<file path="src/mf2f_pkg.sv">
// shared constants and types for the minifloat to binary32 decoder
package mf2f_pkg;

    localparam int WORD_W = 16;
    localparam int SINGLE_W = 32;
    localparam int CLASS_W = 2;
    localparam int FRAC_CFG_W = 4;
    localparam int EXP_CFG_W = 3;
    localparam int CFG_IDX_W = 1;
    localparam int CFG_DATA_W = 4;

    localparam logic [FRAC_CFG_W-1:0] FRAC_MIN = 4'd2;
    localparam logic [FRAC_CFG_W-1:0] FRAC_MAX = 4'd10;
    localparam logic [EXP_CFG_W-1:0] EXP_MIN = 3'd3;
    localparam logic [EXP_CFG_W-1:0] EXP_MAX = 3'd5;

    localparam logic [CFG_IDX_W-1:0] REG_FRACTION_WIDTH = 1'd0;
    localparam logic [CFG_IDX_W-1:0] REG_EXPONENT_WIDTH = 1'd1;

    typedef enum logic [CLASS_W-1:0] {
        CLASS_FINITE = 2'd0,
        CLASS_INF = 2'd1,
        CLASS_NAN = 2'd2
    } value_class_t;

endpackage

</file>
<file path="src/minifloat_to_float32_decoder_unit.sv">
// minifloat to ieee binary32 decoder, one word per cycle while out is not stalled
//
//   channel  | handshake              | payload
//   in       | in_valid / in_stall    | encoded_word
//   out      | out_valid / out_stall  | single_bits, value_class
//   cfg      | cfg_valid / cfg_ready  | cfg_index, cfg_data
//
// a word accepted sits in the input register, reaches the result register when
// that advances, and is offered on out from then on; one word per cycle unless stalled
// the result register advances whenever it is empty or being taken
// reset: no word in flight, fraction width 10, exponent width 5
// a stall on the output holds the result and, once the input register is full,
// stalls the input the same cycle
module minifloat_to_float32_decoder_unit
    import mf2f_pkg::*;
(
    input  logic                  clk,
    input  logic                  rst_n,
    input  logic                  cfg_valid,
    output logic                  cfg_ready,
    input  logic [CFG_IDX_W-1:0]  cfg_index,
    input  logic [CFG_DATA_W-1:0] cfg_data,
    input  logic                  in_valid,
    output logic                  in_stall,
    input  logic [WORD_W-1:0]     encoded_word,
    output logic                  out_valid,
    input  logic                  out_stall,
    output logic [SINGLE_W-1:0]   single_bits,
    output logic [CLASS_W-1:0]    value_class
);

    logic [FRAC_CFG_W-1:0] frac_w_reg;
    logic [EXP_CFG_W-1:0]  exp_w_reg;
    logic                  in_valid_reg;
    logic [WORD_W-1:0]     word_reg;
    logic                  out_valid_reg;
    logic [SINGLE_W-1:0]   bits_reg;
    logic [SINGLE_W-1:0]   bits_next;
    value_class_t          class_reg;
    value_class_t          class_next;

    logic                  adv;
    logic                  in_take;
    logic [3:0]            f;
    logic [2:0]            e;
    logic [9:0]            frac;
    logic [4:0]            expf;
    logic                  sign;
    logic [4:0]            all_ones;
    logic [4:0]            bias;
    logic [3:0]            p;
    logic [22:0]           mant;
    logic [7:0]            ex;
    logic [WORD_W-1:0]     w_shift;

    assign cfg_ready = 1'b1;

    // stage 1 moves when stage 2 can take its word
    assign adv      = !out_valid_reg || !out_stall;
    assign in_stall = in_valid_reg && !adv;
    assign in_take  = in_valid && !in_stall;
    assign out_valid   = out_valid_reg;
    assign single_bits = bits_reg;
    assign value_class = class_reg;

    always_comb
    begin
        f = (frac_w_reg < FRAC_MIN) ? FRAC_MIN :
            (frac_w_reg > FRAC_MAX) ? FRAC_MAX : frac_w_reg;
        e = (exp_w_reg < EXP_MIN) ? EXP_MIN :
            (exp_w_reg > EXP_MAX) ? EXP_MAX : exp_w_reg;
        frac = word_reg[9:0] & ((10'd1 << f) - 10'd1);
        w_shift = word_reg >> f;
        all_ones = (5'd1 << e) - 5'd1;
        expf = w_shift[4:0] & all_ones;
        sign = w_shift[e];
        bias = (5'd1 << (e - 3'd1)) - 5'd1;
        p = 4'd0;
        for (int i = 0; i < 10; i++)
        begin
            if (frac[i])
            begin
                p = 4'(i);
            end
        end
        mant = 23'd0;
        ex = 8'd0;
        class_next = CLASS_FINITE;
        if (expf == all_ones)
        begin
            if (frac == 10'd0)
            begin
                bits_next = {sign, 31'h7F800000};
                class_next = CLASS_INF;
            end
            else
            begin
                bits_next = 32'h7FC00000;
                class_next = CLASS_NAN;
            end
        end
        else if (expf == 5'd0)
        begin
            if (frac == 10'd0)
            begin
                bits_next = {sign, 31'd0};
            end
            else
            begin
                // subnormal: normalize on the leading one
                ex = 8'd128 + 8'(p) - 8'(bias) - 8'(f);
                mant = {13'd0, frac ^ (10'd1 << p)} << (5'd23 - 5'(p));
                bits_next = {sign, ex, mant};
            end
        end
        else
        begin
            ex = 8'd127 + 8'(expf) - 8'(bias);
            mant = {13'd0, frac} << (5'd23 - 5'(f));
            bits_next = {sign, ex, mant};
        end
    end

    always_ff @(posedge clk or negedge rst_n)
    begin
        if (!rst_n)
        begin
            frac_w_reg    <= FRAC_MAX;
            exp_w_reg     <= EXP_MAX;
            in_valid_reg  <= 1'b0;
            out_valid_reg <= 1'b0;
        end
        else
        begin
            if (cfg_valid && cfg_ready)
            begin
                case (cfg_index)
                    REG_FRACTION_WIDTH: frac_w_reg <= cfg_data[FRAC_CFG_W-1:0];
                    REG_EXPONENT_WIDTH: exp_w_reg <= cfg_data[EXP_CFG_W-1:0];
                    default: ;
                endcase
            end
            if (adv)
            begin
                in_valid_reg  <= in_take;
                out_valid_reg <= in_valid_reg;
            end
            else if (in_take)
            begin
                in_valid_reg <= 1'b1;
            end
        end
    end

    always_ff @(posedge clk)
    begin
        if (in_take)
        begin
            word_reg <= encoded_word;
        end
        if (adv && in_valid_reg)
        begin
            bits_reg  <= bits_next;
            class_reg <= class_next;
        end
    end

    a_hold: assert property (@(posedge clk) disable iff (!rst_n)
        out_valid && out_stall |=> out_valid && $stable(single_bits))
        else $error("result changed under stall");
    a_nan: assert property (@(posedge clk) disable iff (!rst_n)
        out_valid && value_class == CLASS_NAN |-> single_bits == 32'h7FC00000)
        else $error("nan pattern wrong");
    a_inf: assert property (@(posedge clk) disable iff (!rst_n)
        out_valid && value_class == CLASS_INF |-> single_bits[30:0] == 31'h7F800000)
        else $error("infinity pattern wrong");
    a_stall: assert property (@(posedge clk) disable iff (!rst_n)
        in_stall |-> out_valid && out_stall)
        else $error("input stalled without output stall");

endmodule
</file>
<file path="config.mk">
export PLATFORM = sky130hd
export DESIGN_NAME = minifloat_to_float32_decoder_unit
export DESIGN_NICKNAME = d
export VERILOG_FILES = /design/src/mf2f_pkg.sv /design/src/minifloat_to_float32_decoder_unit.sv
export SDC_FILE = /design/constraint.sdc
export NUM_CORES = 1
export LEC_CHECK = 0
export ABC_AREA = 1
export BUFFER_PORTS_ARGS = -buffer_cell sky130_fd_sc_hd__buf_2
export CORE_ASPECT_RATIO = 1.25
export CORE_MARGIN = 3
export CORE_UTILIZATION = 40
export DETAILED_ROUTE_END_ITERATION = 16
export MAX_ROUTING_LAYER = met4
export SYNTH_ARGS = -nofsm -noshare
export SYNTH_HDL_FRONTEND = slang
export SYNTH_SLANG_ARGS = --single-unit
</file>
<file path="constraint.sdc">
create_clock -name clk -period 9.6 [get_ports clk]
set_input_delay 0.96 -clock clk [delete_from_list [all_inputs] [get_ports clk]]
set_output_delay 0.96 -clock clk [all_outputs]
set_load 0.005 [all_outputs]
</file>
==> out/metrics.cfg, run 1 <==
[setup_path]
path_common_cell=inv_1
path_max_fanout=9
ff2ff_path_depth=20
crit_required_ps=9670
slowest_stage=dfstp_2
r2r_slack_ps=5540
crit_type=register to register
worst_r2r_endpoint=single_bits[28]
arrival_ps=4130
r2r_start=exp_w_reg[2]
worst_setup_path_start_kind=register
critPathMaxStageDelay_ps=610
cp_cell_sequence=nand2_1, inv_1, ha_1, nor2_1, inv_1, ha_1, xnor2_1, inv_1, fa_1, inv_1, ha_1, nand2_1, o21ai_0, inv_1, nor2_1, o21ai_0, nand2_1, nand2_1, nand3_1, o211ai_1
critPathBufInv=5
crit_family=adder cells
end_kind=register

[finish]
fin_cells=768
register_area_sq_um=1730
mostFrequentLayoutCell=nand2_1
final_cell_mix=172 x nand2_1, 69 x inv_1, 61 x buf_2
drive_gt1_frac=0.169
multi_input_area_sq_um=2250
largest_register_ffs=32
fill_cells=1031
area_delta_synth_final_pct=15.6
antenna_cells=0
nets=683

[global_routing]
grt_max_degree=35
grt_overflow_total=0
track_usage=0.190
grt_pass1_vias=3736
grt_pass1_wl_mm=17.5
antenna_found_initial=0

[detailed_routing]
vias_per_cell=5.06
drt_iter0_markers=167
drt-total-wl_mm=10.6
vias=3887
wire_per_inst_microns=13.8
first_pass_iters=5
ant_nets=0
drcViolationCount=0

[yosys]
synthMuxAreaShare=0.00232
synth_top_family_by_area=simple AND/OR/NAND/NOR gates
synth.distinct_cells=45
synth_fa_ha_area_frac=0.0724
synth_edf_count=50
synth_simple_gate_area_frac=0.284
synth_flop_cell=edfxtp_1
syn_inst=567
yosysWarnings=0
synthArstFlopShare=0.153
syn_area_per_cell_sq_um=7.62
synth-seq-cells=59
synth_compound_area_frac=0.132
seq_area_frac_synth=0.401
netlist_area_sq_um=4320
synth-xor-area-share=0.0122

[die]
die_x_microns=99.0
ios=63
rows=41
core_area_sq_um=10300
start_util=0.419
die_h_microns=122
dieArea_sq_um=12100

[timing]
period_share=0.423
relSlewSlack=0.333
finalMaxSlewViolations=0
fin_crit_ps=4060
hold_viol_final=0
finalSetupTns_ps=0
tightestPinTransition_ps=998
rsz0062_at_grt=no
setup_viol=0
max_freq_ghz=0.246
fin_skew_ps=4.50

[clock_network]
clkTransAtPathRegs_ps=50
cts_tree=built
postCtsHoldBufs=0
numClockSinks=59
cts_made_buffers=9
max-clock-path-buffers=2
ctsRootBufferMaster=clkbuf_16
cts_max_level=3
post-cts-setup-buffers=0
clock_latency_ps=330
cts.repair.resized=0

[placed_design]
gp_congestion=0.916
hpwlAfterDp_mm=8.49
dp_cells=753
port_buffers=61

[worst_hold_path]
hp-class=input port to async pin

[power]
power.density_nw_per_um2=224
p_leak_nw=2.40
ir_worst_vdd_mv=0.0902

[flow_run]
max_cap_violations=0

[status]
status=completed

-- worst reg2reg max path: stages (launching register included) --
cell and delay [ps]:
dfstp_2 610, nand2_1 120, inv_1 130, ha_1 270
nor2_1 290, inv_1 80, ha_1 210, xnor2_1 210
inv_1 100, fa_1 490, inv_1 40, ha_1 300
nand2_1 50, o21ai_0 250, inv_1 70, nor2_1 140
o21ai_0 120, nand2_1 90, nand2_1 60, nand3_1 90
o211ai_1 80
-- layout make-up --
class	instances	area share
clock buffer	11	0.0466
clock inverter	4	0.00376
inverter	77	0.0579
multi-input combinational	426	0.450
sequential	59	0.347
tap	129	0.0323
timing repair buffer	62	0.0626
-- Yosys cell counts (2+ instances only) --
library cell / number / area (sq um)
xnor2_1: 4 / 35.0
buf_2: 10 / 50.1
nor3_1: 2 / 10.0
dfrtp_1: 5 / 125
nor2_4: 4 / 45.0
nand4_1: 9 / 56.3
clkbuf_1: 4 / 15.0
buf_4: 4 / 30.0
edfxtp_1: 50 / 1500
a21oi_1: 23 / 115
inv_2: 8 / 30.0
ha_1: 17 / 213
a31oi_1: 4 / 25.0
conb_1: 2 / 7.51
nor2_1: 35 / 131
dfstp_2: 4 / 105
xor2_1: 2 / 17.5
buf_6: 2 / 22.5
inv_1: 69 / 259
o21ai_0: 47 / 235
nand2_2: 4 / 25.0
o221ai_1: 2 / 17.5
fa_1: 5 / 100
nand3_1: 39 / 195
o21ai_2: 3 / 26.3
o21ai_1: 13 / 65.1
o211ai_1: 4 / 30.0
nand2_1: 172 / 646
nand3_2: 4 / 40.0
-- power by group --
part | internal (mW) | total [mW] | switching (mW)
combinational | 0.169 | 0.491 | 0.322
sequential | 0.338 | 0.356 | 0.0183
clock | 0.170 | 0.273 | 0.103
-- how the worst max path moves through the flow --
stage / slack (ps) / cells past startpoint / end / from
floorplan: 5860 / 21 / single_bits[28] / exp_w_reg[2]
global placement: 5640 / 22 / single_bits[28] / frac_w_reg[3]
detailed placement: 5580 / 15 / single_bits[29] / frac_w_reg[3]
CTS: 5570 / 19 / single_bits[30] / frac_w_reg[3]
global route: 5060 / 16 / single_bits[29] / frac_w_reg[3]
finish: 5540 / 20 / single_bits[28] / exp_w_reg[2]
-- through the flow --
stage / total power [mW] / instance area (sq um) / hold slack [ps] / utilization / worst slack (ps)
3_5_place_dp: 0.849 / 4740 / 484 / 0.460 / 5580
3_3_place_gp: 0.843 / 4740 / 472 / 0.460 / 5640
6_report: 1.12 / 5000 / 473 / 0.485 / 5540
5_1_grt: 1.22 / 5000 / 479 / 0.485 / 5060
4_1_cts: 1.13 / 5000 / 477 / 0.485 / 5570
2_1_floorplan: 0.722 / 4380 / 433 / - / 5860
-- metal layers --
layer  vias up  share of wire  track usage  wire, microns
li1       1986              -            -              -
met1      1745           0.41        0.201           4340
met2       117           0.50        0.324           5280
met3        39          0.051       0.0435            541
met4         0          0.044        0.109            472
met5         -              0            -              0
-- cells by family after synthesis --
group,after synthesis
xor gates and xnor gates,6
buffers and inverters,98
and+or+nand+nor,277
AOI/OAI and AO/OA,102
adders and majority gates,22
other,2
muxes,1
DFF,59
No activity file was read; power rests on OpenSTA's default activity.
==> inputs of run 2 (changes only) <==
- clock period: 9.6 -> 3.9 ns (I/O delays scaled with it)
==> out/metrics.cfg, run 2 (synthesis results as in run 1) <==
[status]
status=completed

[global_routing]
grt_pass1_wl_mm=17.8
grt_max_degree=35
grt_overflow_total=0
track_usage=0.189
antenna_found_initial=0
grt_pass1_vias=3885

[finish]
area_delta_synth_final_pct=22.9
mostFrequentLayoutCell=nand2_1
antenna_cells=0
final_cell_mix=172 x nand2_1, 69 x inv_1, 61 x buf_2
drive_gt1_frac=0.204
fill_cells=1005
nets=702
fin_cells=787
largest_register_ffs=32

[timing]
setup_viol=0
hold_viol_final=0
finalWorstSetupSlack_ps=267
max_freq_ghz=0.275
fin_skew_ps=6.85
rsz0062_at_grt=no
period_share=0.932
finalSetupTns_ps=0
finalMaxSlewViolations=0
fin_crit_ps=3630
tightestPinTransition_ps=1000
relSlewSlack=0.329

[setup_path]
path_max_fanout=9
crit_required_ps=3960
worst_setup_path_start_kind=register
crit_type=register to register
r2r_slack_ps=270
r2r_start=frac_w_reg[3]
arrival_ps=3690
worst_r2r_endpoint=single_bits[28]
end_kind=register
ff2ff_path_depth=21

[placed_design]
post-place-ws_ps=6.52
port_buffers=61
dp_cells=771
gp_congestion=0.900
hpwlAfterDp_mm=8.54

[worst_hold_path]
whs_path_depth=1
hold_end=word_reg[3]
holdCritStartpoint=encoded_word[3]
hp-class=input port to register

[clock_network]
cts_tree=built
clock_latency_ps=330
clkTransAtPathRegs_ps=50
cts_made_buffers=9
max-clock-path-buffers=2
numClockSinks=59
cts_max_level=3
post-cts-setup-buffers=0
ctsRootBufferMaster=clkbuf_16

[die]
die_h_microns=122
die_x_microns=99.0
rows=41
dieArea_sq_um=12100
start_util=0.419
core_area_sq_um=10300
ios=63

[detailed_routing]
drt_iter0_markers=161
vias_per_cell=5.05
drcViolationCount=0
first_pass_iters=6
wire_per_inst_microns=13.7
vias=3978
drt-total-wl_mm=10.8
ant_nets=0

[power]
ir_worst_vdd_mv=0.219
p_total_mw=3.17
power.density_nw_per_um2=597
p_leak_nw=2.55

[flow_run]
max_cap_violations=0

run 2: timing repair:
item,in CTS,in global routing
hold buffers,1,0
gates resized for setup,1,7
hold endpoints to repair,5,0
pin swaps,0,1
endpoints found under the setup margin,1,4
run 2: per-stage QoR:
| step | utilization | hold WS [ps] | cell area [sq um] |
|---|---|---|---|
| 2_1_floorplan | - | 94.4 | 4380 |
| 3_3_place_gp | 0.473 | 246 | 4880 |
| 3_5_place_dp | 0.473 | 247 | 4880 |
| 4_1_cts | 0.511 | 225 | 5270 |
| 5_1_grt | 0.515 | 236 | 5310 |
| 6_report | 0.515 | 234 | 5310 |
run 2: worst max-delay path, stage by stage, from the launching register on:
cell      delay, ps
dfstp_2         650
inv_2            80
nand2_1         140
nand2_1         110
nand2_1          80
nand2_1         170
nand2_1         170
nor2_4           60
inv_1           120
nand2_2         100
fa_1            510
inv_1            40
ha_1            320
nand2_1          80
o21ai_2         150
inv_1            50
nor2_1          120
o21ai_0         120
nand2_1          70
nand2_1          60
nand3_1          90
o211ai_1         80
run 2: report_power, final:
group	internal, mW	total [mW]	switching, mW
clock network	0.749	1.01	0.262
logic	0.467	1.29	0.819
registers	0.831	0.871	0.0397
total	2.05	3.17	1.12
run 2: metal layers:
layer	global-route usage	up-vias	part of all wire
met4	0.0931	0	0.045
met3	0.0344	37	0.045
li1	-	2030	-
met2	0.326	113	0.50
met5	-	-	0
met1	0.208	1798	0.42
run 2: worst max-delay path by stage:
stage / endpoint / cells after the start / slack [ps] / start
2_1_floorplan: single_bits[28] / 21 / 160 / exp_w_reg[2]
3_3_place_gp: single_bits[28] / 21 / 140 / exp_w_reg[0]
3_5_place_dp: single_bits[28] / 21 / 7 / exp_w_reg[0]
4_1_cts: single_bits[28] / 21 / 80 / exp_w_reg[0]
5_1_grt: single_bits[30] / 20 / 50 / frac_w_reg[1]
6_report: single_bits[28] / 21 / 270 / frac_w_reg[3]
run 2: layout make-up:
type	count	area, sq um	share of cell area
multi-input combinational	426	2290	0.431
sequential	59	1730	0.326
timing repair buffer	81	458	0.0863
inverter	77	289	0.0544
clock buffer	10	229	0.0431
tap	129	161	0.0304
clock inverter	5	150	0.0283
